`config.mk`:
```
export PLATFORM = sky130hd
export DESIGN_NAME = ffba_ram
export DESIGN_NICKNAME = d
export VERILOG_FILES = /design/src/ffba_ram.sv
export SDC_FILE = /design/constraint.sdc
export NUM_CORES = 1
export LEC_CHECK = 0
export BUFFER_PORTS_ARGS = -buffer_cell sky130_fd_sc_hd__buf_4
export CAP_MARGIN = 20
export CORE_AREA = 2 2 99 101
export CTS_BUF_LIST = sky130_fd_sc_hd__clkbuf_4
export DETAILED_ROUTE_END_ITERATION = 8
export DIE_AREA = 0 0 101 103
export GPL_ROUTABILITY_DRIVEN = 0
export PLACE_DENSITY = 0.86
export SYNTH_ARGS = -nofsm -noshare
export SYNTH_HDL_FRONTEND = slang
export SYNTH_SLANG_ARGS = --single-unit
```
`constraint.sdc`:
```
create_clock -name clk -period 1.9 [get_ports clk]
set_clock_uncertainty 0.15 [all_clocks]
set_input_delay 0.19 -clock clk [delete_from_list [all_inputs] [get_ports clk]]
set_output_delay 0.19 -clock clk [all_outputs]
set_load 0.03 [all_outputs]
```
`src/ffba_ram.sv`:
```
// Generic simple dual-port RAM with one write port and a registered read port.
// No dependencies.
module ffba_ram #(
  parameter int unsigned WIDTH = 8,
  parameter int unsigned DEPTH = 16
) (
  input  logic                     clk,
  input  logic                     we,
  input  logic [$clog2(DEPTH)-1:0] waddr,
  input  logic [WIDTH-1:0]         wdata,
  input  logic [$clog2(DEPTH)-1:0] raddr,
  output logic [WIDTH-1:0]         rdata
);

  logic [WIDTH-1:0] mem [DEPTH];

  always_ff @(posedge clk) begin
    if (we) begin
      mem[waddr] <= wdata;
    end
    rdata <= mem[raddr];
  end

endmodule

```
**Yosys cells after proc, flatten, opt, wreduce, memory -nomap -nowiden**

Memories as Yosys holds them, arrays and structs flattened. A register that Yosys moved wholly into a read port is not among the register bits.
Cells that the tools add are included.

- Flip-flop bits (word level): 0
- Bits in latches: 0
- RAM bits: 128
- Bits in read-only memories: 0
- Bits of input ports: 18
- Output and inout bits: 8
- Logic and storage cells: 3
- Memories kept: 1

Memory list:

| name | words | bits a word | read ports | clocked after Yosys merged registers in | write ports | line | RTL |
|---|---|---|---|---|---|---|---|
| mem | 16 | 8 | 1 | 1 | 1 | 15 | `logic [WIDTH-1:0] mem [DEPTH];` |

- Add/subtract/negate cells: 0
- $mul: 0
- Divide/modulo/power cells: 0
- $lt $le $gt $ge: 0
- Equality and inequality tests: 0
- Shift-type cells: 0
- Muxes and demuxes: 2
- Bitwise gates (word level): 0
- Reduce and logical (&&, ||, !) cells: 0

Operator list:

| cell | count |
|---|---|
| $mux W1 | 2 |

**Depth between registers and ports, before layout**

- Depth in word-level cells: 2
- Mapped depth: 5

**Least setup slack after synthesis**

Ideal clock, no wire load.

- Path kind: input port to flip-flop
- From: input waddr[2]
- To: memory mem[0][0], enable pin
- Arrival: 1.300 ns
- Required time: 1.367 ns
- Path slack: 0.067 ns
- Stages on the path: 2
- Buffers on the path: 0
- Cells stage by stage: or3b_2 > nor3_1

RTL lines:

| item | line | RTL |
|---|---|---|
| start: declaration | 9 | `input logic [$clog2(DEPTH)-1:0] waddr,` |
| end: declaration | 15 |  |

No word-level cell before the write port.

==> impl_metrics.json <==
{
  "reg2reg_depth": 3,
  "die-area_mm2": 0.0104,
  "post_drt_wl_per_cell_um": 23.4,
  "drt_wl_total_mm": 9.77,
  "syn_nets": 247,
  "grt_setup_unrepaired": "false",
  "holdCritStartpoint": "raddr[2]",
  "final_net_count": 309,
  "die_x_um": 101,
  "min_path_cells": 4,
  "leakage_nw": 2.02,
  "drt_first_pass_iters": 5,
  "root_buffer": "clkbuf_4",
  "grt_pass1_wl_mm": 14.8,
  "path_buf_inv": 0,
  "drt_iter0_markers": 231,
  "cts_made_buffers": 17,
  "rows": 36,
  "pre_cts_slack_ps": 211,
  "p_sw_share_pct": 21.0,
  "clk_pin_slew_ps": 120,
  "ys_seq_elements": 136,
  "finalSetupViolCount": 0,
  "worstMarginPinSlew_ps": 572,
  "num_antenna_cells": 0,
  "timing.rr.end": "rdata[4]$_DFF_P_",
  "regToRegSetupSlack_ps": 350,
  "grt-ovfl-total": 0,
  "place_area_mm2": 0.00557,
  "cp_slowest_stage_delay_ps": 540,
  "grt_antenna_before_repair": 0,
  "portBuffers": 25,
  "core_mm2": 0.00946,
  "netlist_instances": 229,
  "tns_ps": 0,
  "slew_headroom_pct": 61.7,
  "vias_per_cell": 6.04,
  "grt_usage_pct": 20.5,
  "required_ps": 2130,
  "yosys_warnings": 0,
  "final_area_mm2": 0.00597,
  "synth_largest_area_cell": "edfxtp_1",
  "drive_gt1_share_pct": 31.3,
  "holdWs_ps": 25.6,
  "crit_family": "multiplexers",
  "max_clock_freq_mhz": 644,
  "dp.cells": 378,
  "chipHeight_um": 103,
  "rr_startpoint": "mem[0][4]$_DFFE_PP_",
  "cp_max_fo": 1,
  "cts_tree": "built",
  "clock_sinks": 136,
  "p_total_mw": 5.80,
  "critPathCaptureType": "register",
  "htreeDepth": 4,
  "ant_nets": 0,
  "final_util_pct": 63.1,
  "grt_pass1_vias": 2544,
  "post-route-min-period_ps": 1550,
  "grt_max_degree": 33,
  "ir_drop_uv": 468,
  "drc_errors": 0,
  "clkLatencyLatePin_ps": 500,
  "p_sw_mw": 1.22,
  "setup_ws_ps": 348,
  "hold_viol": 0,
  "synth_cell_types": 19,
  "worstPathCellList": "mux4_2 -> a22oi_1 -> nand2_1",
  "sequentialPowerShare_pct": 58.1,
  "hp-class": "input port to register",
  "internal-power_mw": 4.58,
  "startpoint_type": "register",
  "netlist.area_leader.share_pct": 74.7,
  "comb_power_share_pct": 6.6,
  "vias": 2525,
  "syn_avg_cell_area_um2": 22.5,
  "initial_core_util_pct": 54.4,
  "fin_cells": 418,
  "max_cap_violations": 0,
  "period_share_pct": 81.7,
  "clockPowerShare_pct": 35.3,
  "area_growth_pct": 16.0,
  "critPathKind": "register to register",
  "mappedNetlistArea_mm2": 0.00515,
  "p_per_area_mw_per_mm2": 971,
  "clockBufferDepth": 2,
  "crit_start": "mem[0][4]$_DFFE_PP_",
  "maxSlewViolCount": 0,
  "dp.final_hpwl_mm": 6.35,
  "yosysSeqAreaShare_pct": 77.8,
  "outcome": "completed",
  "synth_area_leaders": "edfxtp_1 75%, mux4_2 7.9%, mux4_1 7.1%",
  "ios": 26,
  "crit_path_top_delay_cell": "mux4_2",
  "fillerInstances": 633,
  "cts_resized": 0,
  "cp.arrival_ps": 1780,
  "holdPathEnd": "rdata[1]$_DFF_P_"
}
state kept, by name, summed over array words and instances, names as in the netlist:
name   cells
mem      128
rdata      8
routing by layer:
metal,GRT usage (%),vias up,share of wire (%)
li1,-,1097,-
met1,26.9,1288,40
met2,33.1,118,50
met3,5.49,22,7.0
met4,8.52,0,2.9
met5,0,-,0
synthesized netlist by cell type, drive strengths merged:
master,instances
dfxtp,8
mux4,32
buf,7
or3b,1
nand3,1
clkdlybuf4s25,3
and2b,1
nor2b,1
nand2b,2
nor2,13
a22oi,16
nand2,9
edfxtp,128
nor3,4
nand3b,2
and2,1
cells by family (layout without fill, tap and decap cells):
| logic type | count (synthesis) | count (layout) | share of synthesized area, % |
|---|---|---|---|
| flops | 136 | 136 | 77.8 |
| mux | 32 | 32 | 15.0 |
| buf+inv | 10 | 85 | 1.68 |
| compound gates | 16 | 16 | 2.33 |
| simple gates | 35 | 35 | 3.18 |
power groups by stage:
stage	sequential [mW]	combinational, mW	clock (mW)
3_3_place_gp	3.43	0.354	0
5_1_grt	3.38	0.408	2.21
2_1_floorplan	3.47	0.170	0
3_5_place_dp	3.44	0.368	0
4_1_cts	3.37	0.381	2.07
6_report	3.37	0.380	2.05
how the worst max path moves through the flow:
stage | to | cells past startpoint
after floorplan | mem[0][0]$_DFFE_PP_ | 2
after global placement | rdata[5]$_DFF_P_ | 5
after detailed placement | rdata[2]$_DFF_P_ | 5
after CTS | rdata[4]$_DFF_P_ | 3
after global routing | rdata[0]$_DFF_P_ | 3
final | rdata[4]$_DFF_P_ | 3
worst reg2reg max path, stage by stage (launching register included):
cell,delay [ps]
edfxtp_1,470
mux4_2,540
a22oi_1,200
nand2_1,80
placed cells by master (no fill, tap or decap), drive strengths merged:
| cell | n |
|---|---|
| a22oi | 16 |
| and2 | 1 |
| and2b | 1 |
| buf | 45 |
| bufinv | 4 |
| clkbuf | 19 |
| clkinv | 4 |
| clkinvlp | 5 |
| dfxtp | 8 |
| dlygate4sd3 | 8 |
| edfxtp | 128 |
| mux4 | 32 |
| nand2 | 9 |
| nand2b | 2 |
| nand3 | 1 |
| nand3b | 2 |
| nor2 | 13 |
| nor2b | 1 |
| nor3 | 4 |
| or3b | 1 |
area by class of cell:
class	count	area (um^2)	share of cell area, %
flip-flops and latches	136	4000	67.1
multi-input cells	83	1060	17.7
repair buffers	53	443	7.42
clock inverters	13	180	3.02
clock buffers	19	143	2.39
well taps	114	143	2.39
timing repair:
action | 4_1_cts | 5_1_grt
hold buffers | 8 | 0
setup buffers | 0 | 0
hold endpoints to repair | 128 | 0
setup endpoints to repair | 0 | 0
No activity file was read; power rests on OpenSTA's default activity.
